$ cat src/rtl/dpu_pkg.sv
// Package with shared constants, register codes and the pipeline sideband type
`timescale 1ns / 1ps
package dpu_pkg;

   localparam int FRAC_BITS  = 16;
   localparam int DEPTH_W    = 16;
   localparam int RAY_W      = 20;
   localparam int SCALE_W    = 16;
   localparam int ROOT_W     = 20;
   localparam int SUM_W      = 2 * ROOT_W;
   localparam int DEN_W      = ROOT_W + SCALE_W;
   localparam int QUO_W      = 2 * FRAC_BITS + 1;
   localparam int ZMAG_W     = 23;
   localparam int XY_W       = 27;

   localparam logic [DEPTH_W-1:0] LIMIT_RESET = 16'd64000;
   localparam logic [SCALE_W-1:0] SCALE_RESET = 16'd1000;

   typedef enum logic [0:0] {
      REG_DEPTH_LIMIT = 1'b0,
      REG_DEPTH_SCALE = 1'b1
   } reg_index_type;

   typedef struct packed {
      logic [RAY_W-1:0]   u_mag;
      logic               u_neg;
      logic [RAY_W-1:0]   v_mag;
      logic               v_neg;
      logic [DEPTH_W-1:0] depth;
      logic               zero;
      logic               valid;
      logic               fend;
   } side_type;

endpackage

$ cat src/rtl/dpu_sqrt.sv
// Pipelined digit-by-digit integer square root, one result bit per stage
`timescale 1ns / 1ps
module dpu_sqrt (
   input  logic                          clock,
   input  logic                          reset,
   input  logic                          adv,
   input  logic                          in_valid,
   input  logic [dpu_pkg::SUM_W-1:0]     in_sum,
   input  dpu_pkg::side_type             in_side,
   output logic                          out_valid,
   output logic [dpu_pkg::ROOT_W-1:0]    out_root,
   output dpu_pkg::side_type             out_side
);

   localparam int NST     = dpu_pkg::ROOT_W;
   localparam int REM_W   = dpu_pkg::SUM_W;
   localparam int TRIAL_W = dpu_pkg::SUM_W + 2;

   logic                valid_ff [NST];
   logic [REM_W-1:0]    rem_ff   [NST];
   logic [NST-1:0]      root_ff  [NST];
   dpu_pkg::side_type   side_ff  [NST];

   logic                valid_in [NST];
   logic [REM_W-1:0]    rem_in   [NST];
   logic [NST-1:0]      root_in  [NST];
   dpu_pkg::side_type   side_in  [NST];

   always_comb begin
      logic [REM_W-1:0]   rem_src;
      logic [NST-1:0]     root_src;
      logic [TRIAL_W-1:0] trial;
      for (int j = 0; j < NST; j++) begin
         if (j == 0) begin
            valid_in[j] = in_valid;
            rem_src     = in_sum;
            root_src    = '0;
            side_in[j]  = in_side;
         end else begin
            valid_in[j] = valid_ff[j-1];
            rem_src     = rem_ff[j-1];
            root_src    = root_ff[j-1];
            side_in[j]  = side_ff[j-1];
         end
         // (2*root + bit) * bit for the bit under trial
         trial = (TRIAL_W'(root_src) << (NST - j)) + (TRIAL_W'(1) << (2 * (NST - 1 - j)));
         if (TRIAL_W'(rem_src) >= trial) begin
            rem_in[j]  = REM_W'(TRIAL_W'(rem_src) - trial);
            root_in[j] = root_src | (NST'(1) << (NST - 1 - j));
         end else begin
            rem_in[j]  = rem_src;
            root_in[j] = root_src;
         end
      end
   end

   always_ff @(posedge clock) begin
      for (int j = 0; j < NST; j++) begin
         if (reset) begin
            valid_ff[j] <= 1'b0;
         end else if (adv) begin
            valid_ff[j] <= valid_in[j];
         end
         if (adv) begin
            rem_ff[j]  <= rem_in[j];
            root_ff[j] <= root_in[j];
            side_ff[j] <= side_in[j];
         end
      end
   end

   assign out_valid = valid_ff[NST-1];
   assign out_root  = root_ff[NST-1];
   assign out_side  = side_ff[NST-1];

endmodule

$ cat config.mk
export PLATFORM = sky130hd
export DESIGN_NAME = dpu_sqrt
export DESIGN_NICKNAME = d
export VERILOG_FILES = /design/src/rtl/dpu_pkg.sv /design/src/rtl/dpu_sqrt.sv
export SDC_FILE = /design/constraint.sdc
export NUM_CORES = 2
export LEC_CHECK = 0
export BUFFER_PORTS_ARGS = -buffer_cell sky130_fd_sc_hd__buf_2
export CORE_MARGIN = 2
export CORE_UTILIZATION = 62
export DETAILED_ROUTE_END_ITERATION = 10
export PLACE_DENSITY = 0.84
export SETUP_SLACK_MARGIN = 0.15
export SYNTH_ARGS = -nofsm -noshare
export SYNTH_HDL_FRONTEND = slang
export SYNTH_SLANG_ARGS = --single-unit
$ cat constraint.sdc
create_clock -name clock -period 3.5 [get_ports clock]
set_input_delay 0.175 -clock clock [delete_from_list [all_inputs] [get_ports clock]]
set_output_delay 0.175 -clock clock [all_outputs]
set_load 0.05 [all_outputs]
# --- Word-level counts from Yosys, hierarchy flattened ---
# Memories as Yosys holds them, arrays and structs flattened.
# Index checks and enable logic that the tools add are counted.
op_classes:
  addsub: 39
  n_lt_le_gt_ge: 20
  n_mux: 66
  bitwise: 20
op_table:
  columns: ["operator", "n"]
  rows:
  - ["2-to-1 mux 40 bit", 20]
  - ["adder 39 x 37 -> 40 bit, second input constant", 1]
  - [">= comparator 40 x 22 -> 1 bit", 1]
  - [">= comparator 40 x 23 -> 1 bit", 1]
  - [">= comparator 40 x 24 -> 1 bit", 1]
  - [">= comparator 40 x 25 -> 1 bit", 1]
  - [">= comparator 40 x 26 -> 1 bit", 1]
  - [">= comparator 40 x 27 -> 1 bit", 1]
  - [">= comparator 40 x 28 -> 1 bit", 1]
  - [">= comparator 40 x 29 -> 1 bit", 1]
  - [">= comparator 40 x 30 -> 1 bit", 1]
  - [">= comparator 40 x 31 -> 1 bit", 1]
  - [">= comparator 40 x 32 -> 1 bit", 1]
  - [">= comparator 40 x 33 -> 1 bit", 1]
  - [">= comparator 40 x 34 -> 1 bit", 1]
  - [">= comparator 40 x 35 -> 1 bit", 1]
  - [">= comparator 40 x 36 -> 1 bit", 1]
  - [">= comparator 40 x 37 -> 1 bit", 1]
  - [">= comparator 40 x 38 -> 1 bit", 1]
  - [">= comparator 40 x 39 -> 1 bit", 1]
  - [">= comparator 40 x 39 -> 1 bit, second input constant", 1]
  - [">= comparator 40 bit", 1]
  - ["subtractor 40 x 22 -> 40 bit", 1]
  - ["subtractor 40 x 23 -> 40 bit", 1]
  - ["other kinds (57)", 102]
word_totals:
  register_bits: 0
  ramBits: 2440
  inputBits: 105
  word_cells: 149
  memories: 4
mem_list:
  columns: ["memory", "words", "width", "rd", "rd_clocked_by_memory_dff", "write_ports", "line_no", "rtl"]
  rows:
  - ["side_ff", 20, 61, 20, 0, 20, "dpu_sqrt.sv:22", "dpu_pkg::side_type side_ff [NST];"]
  - ["rem_ff", 20, 40, 19, 0, 20, "dpu_sqrt.sv:20", "logic [REM_W-1:0] rem_ff [NST];"]
  - ["root_ff", 20, 20, 20, 0, 20, "dpu_sqrt.sv:21", "logic [NST-1:0] root_ff [NST];"]
  - ["valid_ff", 20, 1, 20, 0, 20, "dpu_sqrt.sv:19", "logic valid_ff [NST];"]

# --- Logic depth before layout (Yosys ltp) ---
logic_depth:
  depth_word: 4
  depth_mapped: 12
  ltp_nobuf: 10

# --- Worst setup path before layout ---
# OpenSTA, ideal clock, no wires.
synth_path:
  path_kind: "flip-flop to flip-flop"
  start: "memory rem_ff[15][34] (netlist bit)"
  end: "memory rem_ff[16][23] (netlist bit), data pin"
  arrival_time_ns: 2.570
  required_ns: 3.243
  setup_slack_ns: 0.673
  path_stages_with_launch: 9
  path_buffers: 1
  synth_period_minus_slack_ns: 2.827
  path_cell_list: "edfxtp_1 or4_1 or3_1 or3_1 or4_4 nor2_2 buf_6 nor2_1 a32o_1"
synth_lines:
  columns: ["item", "line_no"]
  rows:
  - ["from (decl)", "dpu_sqrt.sv:20"]

==> results summary <==
By area, the combinational part of the netlist is dominated by simple AND/OR/NAND/NOR gates. The post-route minimum period came out at 3.29 ns. The pin count of the biggest net entering global routing came out at 170. The total wire length is 149,000 µm. The sequential cell fraction of total power is 0.537.

The mux contribution to synthesized area is 0.00436. The overall power of the completed layout is 61.7 mW. The initial core utilization came out at 0.624. The wire length per cell after detailed routing came out at about 20 µm. The final clock skew is 0.0639 ns. The total negative slack for setup checks came out at 0 ns. The critical path is of the flip-flop to flip-flop type.

The type of the tightest min-delay check is input port to flip-flop. The clock buffer count from CTS is 204. The async set-reset flop share out of synthesis came out at 0. The count of endpoints failing hold in the final timing report is 0.

The number of setup violations in the final report is 0. The portion of total power attributed to the clock network came out at 0.366. Internal power comes to 47.2 mW. Of the total power, combinational logic draws 0.098. The maximum fanout count along the critical path is 25. The leakage power total is about 35 nW. In this run the clock root is driven by a sky130_fd_sc_hd__clkbuf_16. The detail route stage leaves a number of antenna-violating nets equal to 0. For the worst setup path, the data required time is ~4.0 ns.

The number of port buffers came out at 186. Setup repair after global routing left no endpoint under its margin. For the worst setup path, the data arrival time is about 3.8 ns. Detailed placement finished with a half-perimeter wire length of 89,600 µm. STA classifies the critical path endpoint as a flip-flop. Of the total power, the share spent switching nets is 0.235. Measured along the x axis, the die boundary spans around 370 µm. The clock-pin slew on the worst setup and hold paths came out at 0.07 ns.

The number of enable flip-flop cells after synthesis is 2,210. The count of cell types in the netlist is 87. The via count normalized by instance count is 5.71.

The die footprint came out at 0.139 mm². The maximum level of the CTS H-tree came out at 4. In this run the cell area of the synthesized design comes to approximately 0.084 mm². The complex-gate fraction of the synthesized area came out at 0.0510. The synthesized area divided by synthesized cell count came out at 16.8 µm². The basic-gate share of the synthesized area counting and, or, nand and nor cells came out at 0.0709. The dominant synthesized flop cell is sky130_fd_sc_hd__edfxtp_1. The first-iteration detailed-routing DRC count came out at between 3,000 and 4,000. The floorplan has around 140 rows.

The overall die height came out at ~370 µm. The reg2reg setup slack came out at around 0.21 ns. The worst setup path is launched from a flip-flop. The net count of the finished layout is 5,863. The flow ran to the end, and the final reports show no timing, DRC or antenna violations. Counting every sink on the clock net gives 2,210. The worst slew margin relative to its limit is 0.199. The number of I/O pins came out at 187.

The final RePlAce weighted congestion came out at 0.956. The net switching power of the design came out at around 14 mW. The part of the cycle the worst path needs came out at 0.940. Counting flops and latches in the post-synthesis netlist gives 2,210. In the global route stage, overall resource usage came out at 0.215. The via count of the first global-routing pass came out at 44,000. The xor and xnor fraction of the mapped netlist area is 0.0311. TritonCTS built the clock tree. The first-pass iteration count of the detailed router is 6. The buffer levels on the longest clock path came out at 3. The routed via count is about 43,000.

The number of pins with negative max-slew slack in the final report is 0. The first global-routing pass estimated roughly 230,000 µm of wire. The slew at the pin with the worst max-slew slack came out at 1.19 ns. The synthesized net count came out at 5,349. The highest clock rate is 304 MHz. The Yosys step of the flow raised 0 warnings. The number of antenna violations at the first check in global routing is 2. The floorplan core area is roughly 0.14 mm². Counting the fill cells in the layout gives between 7,000 and 8,000. The area growth from synthesis to layout came out at 14.1%. The clock latency reported for the late side of the worst-skew pair came out at 0.84 ns.

The remaining design rule violation count came out at 0. The sum of overflow across all layers after global routing is 0. The number of maximum-capacitance violations came out at 0. In this run the power density over the cells is 640 mW/mm². The antenna diode instance count came out at 0. The fraction of the yosys area taken by sequential cells came out at 0.786. The fraction of final layout cells sized beyond drive strength 1 is 0.114. The count of mapped cells out of synthesis is 5,018. Of the total synthesized cell area, the portion taken by full adders, half adders and majority gates is 0.0335. Across the VDD grid, the largest voltage drop is 0.000530 V.
flip-flops by register name, indices dropped and copies added, names as in the netlist:
register	flops
valid_ff	20
side_ff	1220
root_ff	210
rem_ff	760
synth_stat cells (15+ instances only):
cell	instances	share of area
sky130_fd_sc_hd__nor2_1	276	0.012
sky130_fd_sc_hd__or2_2	15	0.0011
sky130_fd_sc_hd__a21oi_1	221	0.013
sky130_fd_sc_hd__buf_4	83	0.0074
sky130_fd_sc_hd__nand4_1	68	0.0050
sky130_fd_sc_hd__a21o_1	46	0.0041
sky130_fd_sc_hd__nand4b_1	22	0.0023
sky130_fd_sc_hd__mux2_2	30	0.0040
sky130_fd_sc_hd__inv_1	279	0.012
sky130_fd_sc_hd__a31oi_1	16	0.0012
sky130_fd_sc_hd__xnor2_1	191	0.020
sky130_fd_sc_hd__and2_1	33	0.0024
sky130_fd_sc_hd__o211ai_1	22	0.0020
sky130_fd_sc_hd__or3_1	36	0.0027
sky130_fd_sc_hd__edfxtp_1	2210	0.79
sky130_fd_sc_hd__o21ai_0	157	0.0093
sky130_fd_sc_hd__nand2b_1	47	0.0035
sky130_fd_sc_hd__nor2b_1	30	0.0022
sky130_fd_sc_hd__or4_1	27	0.0024
sky130_fd_sc_hd__a211oi_1	27	0.0024
sky130_fd_sc_hd__clkbuf_1	46	0.0020
sky130_fd_sc_hd__nand3_1	86	0.0051
sky130_fd_sc_hd__nand2_1	199	0.0088
sky130_fd_sc_hd__nor4_1	113	0.0084
sky130_fd_sc_hd__o21a_1	56	0.0050
sky130_fd_sc_hd__nor3_1	102	0.0060
sky130_fd_sc_hd__xor2_1	109	0.011
sky130_fd_sc_hd__ha_1	226	0.033
sky130_fd_sc_hd__o31ai_1	24	0.0021
sky130_fd_sc_hd__nor3b_1	15	0.0013
cells by family (layout without fill, tap and decap cells):
family / after synthesis / in the layout
compound gates: 685 / 685
mux: 33 / 33
simple gates: 1139 / 1139
flops: 2210 / 2210
buf+inv: 425 / 1107
xor+xnor: 300 / 300
fa+ha+maj: 226 / 226
timing repair:
action,4_1_cts,5_1_grt
hold buffers,179,0
setup buffers,0,2
endpoints found under the hold margin,198,0
setup endpoints to repair,0,41
gates resized for setup,0,10
power groups by stage:
stage | Sequential [mW] | Clock [mW] | Combinational, mW
2_1_floorplan | 33.0 | 0 | 4.06
3_3_place_gp | 33.4 | 0 | 5.49
3_5_place_dp | 33.6 | 0 | 5.70
4_1_cts | 33.1 | 23.0 | 5.91
5_1_grt | 33.3 | 24.0 | 6.62
6_report | 33.1 | 22.5 | 6.01
final cells by class:
type	count	area (µm²)	area share
inverters	283	1070	0.0111
clock buffers	240	5260	0.0546
clock inverters	134	1610	0.0168
flip-flops and latches	2210	66400	0.689
repair buffers	450	3660	0.0380
multi-input cells	2383	16200	0.168
well taps	1781	2230	0.0231
per-layer routing:
metal / part of all wire / global-route usage / vias up
met5: 0.000087 / 0 / -
met4: 0.045 / 0.0992 / 2
met3: 0.045 / 0.0369 / 402
met2: 0.53 / 0.393 / 1300
met1: 0.38 / 0.245 / 20800
li1: - / - / 20200
final timing paths:
check,start,end,cells after the start
min reg2reg,side_ff[4][56],side_ff[4][117],0
min,in_sum[21],rem_ff[0][21],2
max,rem_ff[16][6],rem_ff[17][34],9
max reg2reg,rem_ff[16][6],rem_ff[17][34],9
metrics by stage:
stage | hold WS [ns] | area [µm²] | setup WS [ns] | utilization | cells
4_1_cts | 0.00109 | 96300 | 0.222 | 0.712 | 7479
5_1_grt | 0.0162 | 96400 | 0.151 | 0.712 | 7481
3_3_place_gp | 0.351 | 87600 | 0.401 | 0.648 | 6926
2_1_floorplan | 0.274 | 84400 | 0.673 | - | 5018
3_5_place_dp | 0.353 | 87600 | 0.257 | 0.648 | 6926
6_report | 0.0589 | 96400 | 0.211 | 0.712 | 7481
critical path, cell delays in order (launching register included):
cell                       delay (ns)
sky130_fd_sc_hd__edfxtp_1        0.41
sky130_fd_sc_hd__ha_1            0.38
sky130_fd_sc_hd__nand4b_1        0.11
sky130_fd_sc_hd__nor4_1          0.53
sky130_fd_sc_hd__and4b_1         0.40
sky130_fd_sc_hd__nor3b_1         0.09
sky130_fd_sc_hd__o211a_1         0.26
sky130_fd_sc_hd__inv_2           0.42
sky130_fd_sc_hd__nand4_1         0.19
sky130_fd_sc_hd__xnor2_1         0.17
placed cells by master (no fill, tap or decap), types with 35 or more instances in the layout:
master,synthesis,routed
sky130_fd_sc_hd__buf_2,5,185
sky130_fd_sc_hd__nand4_1,68,68
sky130_fd_sc_hd__nor2_1,276,276
sky130_fd_sc_hd__buf_4,83,62
sky130_fd_sc_hd__o21a_1,56,56
sky130_fd_sc_hd__ha_1,226,226
sky130_fd_sc_hd__or3_1,36,36
sky130_fd_sc_hd__dlygate4sd3_1,0,179
sky130_fd_sc_hd__xnor2_1,191,191
sky130_fd_sc_hd__clkbuf_1,46,35
sky130_fd_sc_hd__edfxtp_1,2210,2210
sky130_fd_sc_hd__a21o_1,46,46
sky130_fd_sc_hd__nand2_1,199,198
sky130_fd_sc_hd__nand2b_1,47,47
sky130_fd_sc_hd__nand3_1,86,86
sky130_fd_sc_hd__nor3_1,102,101
sky130_fd_sc_hd__inv_1,279,278
sky130_fd_sc_hd__clkinv_2,0,40
sky130_fd_sc_hd__clkbuf_16,0,205
sky130_fd_sc_hd__a21oi_1,221,219
sky130_fd_sc_hd__clkinv_1,0,41
sky130_fd_sc_hd__nor4_1,113,111
sky130_fd_sc_hd__xor2_1,109,109
sky130_fd_sc_hd__o21ai_0,157,157
(Power assumes the default switching activity.)
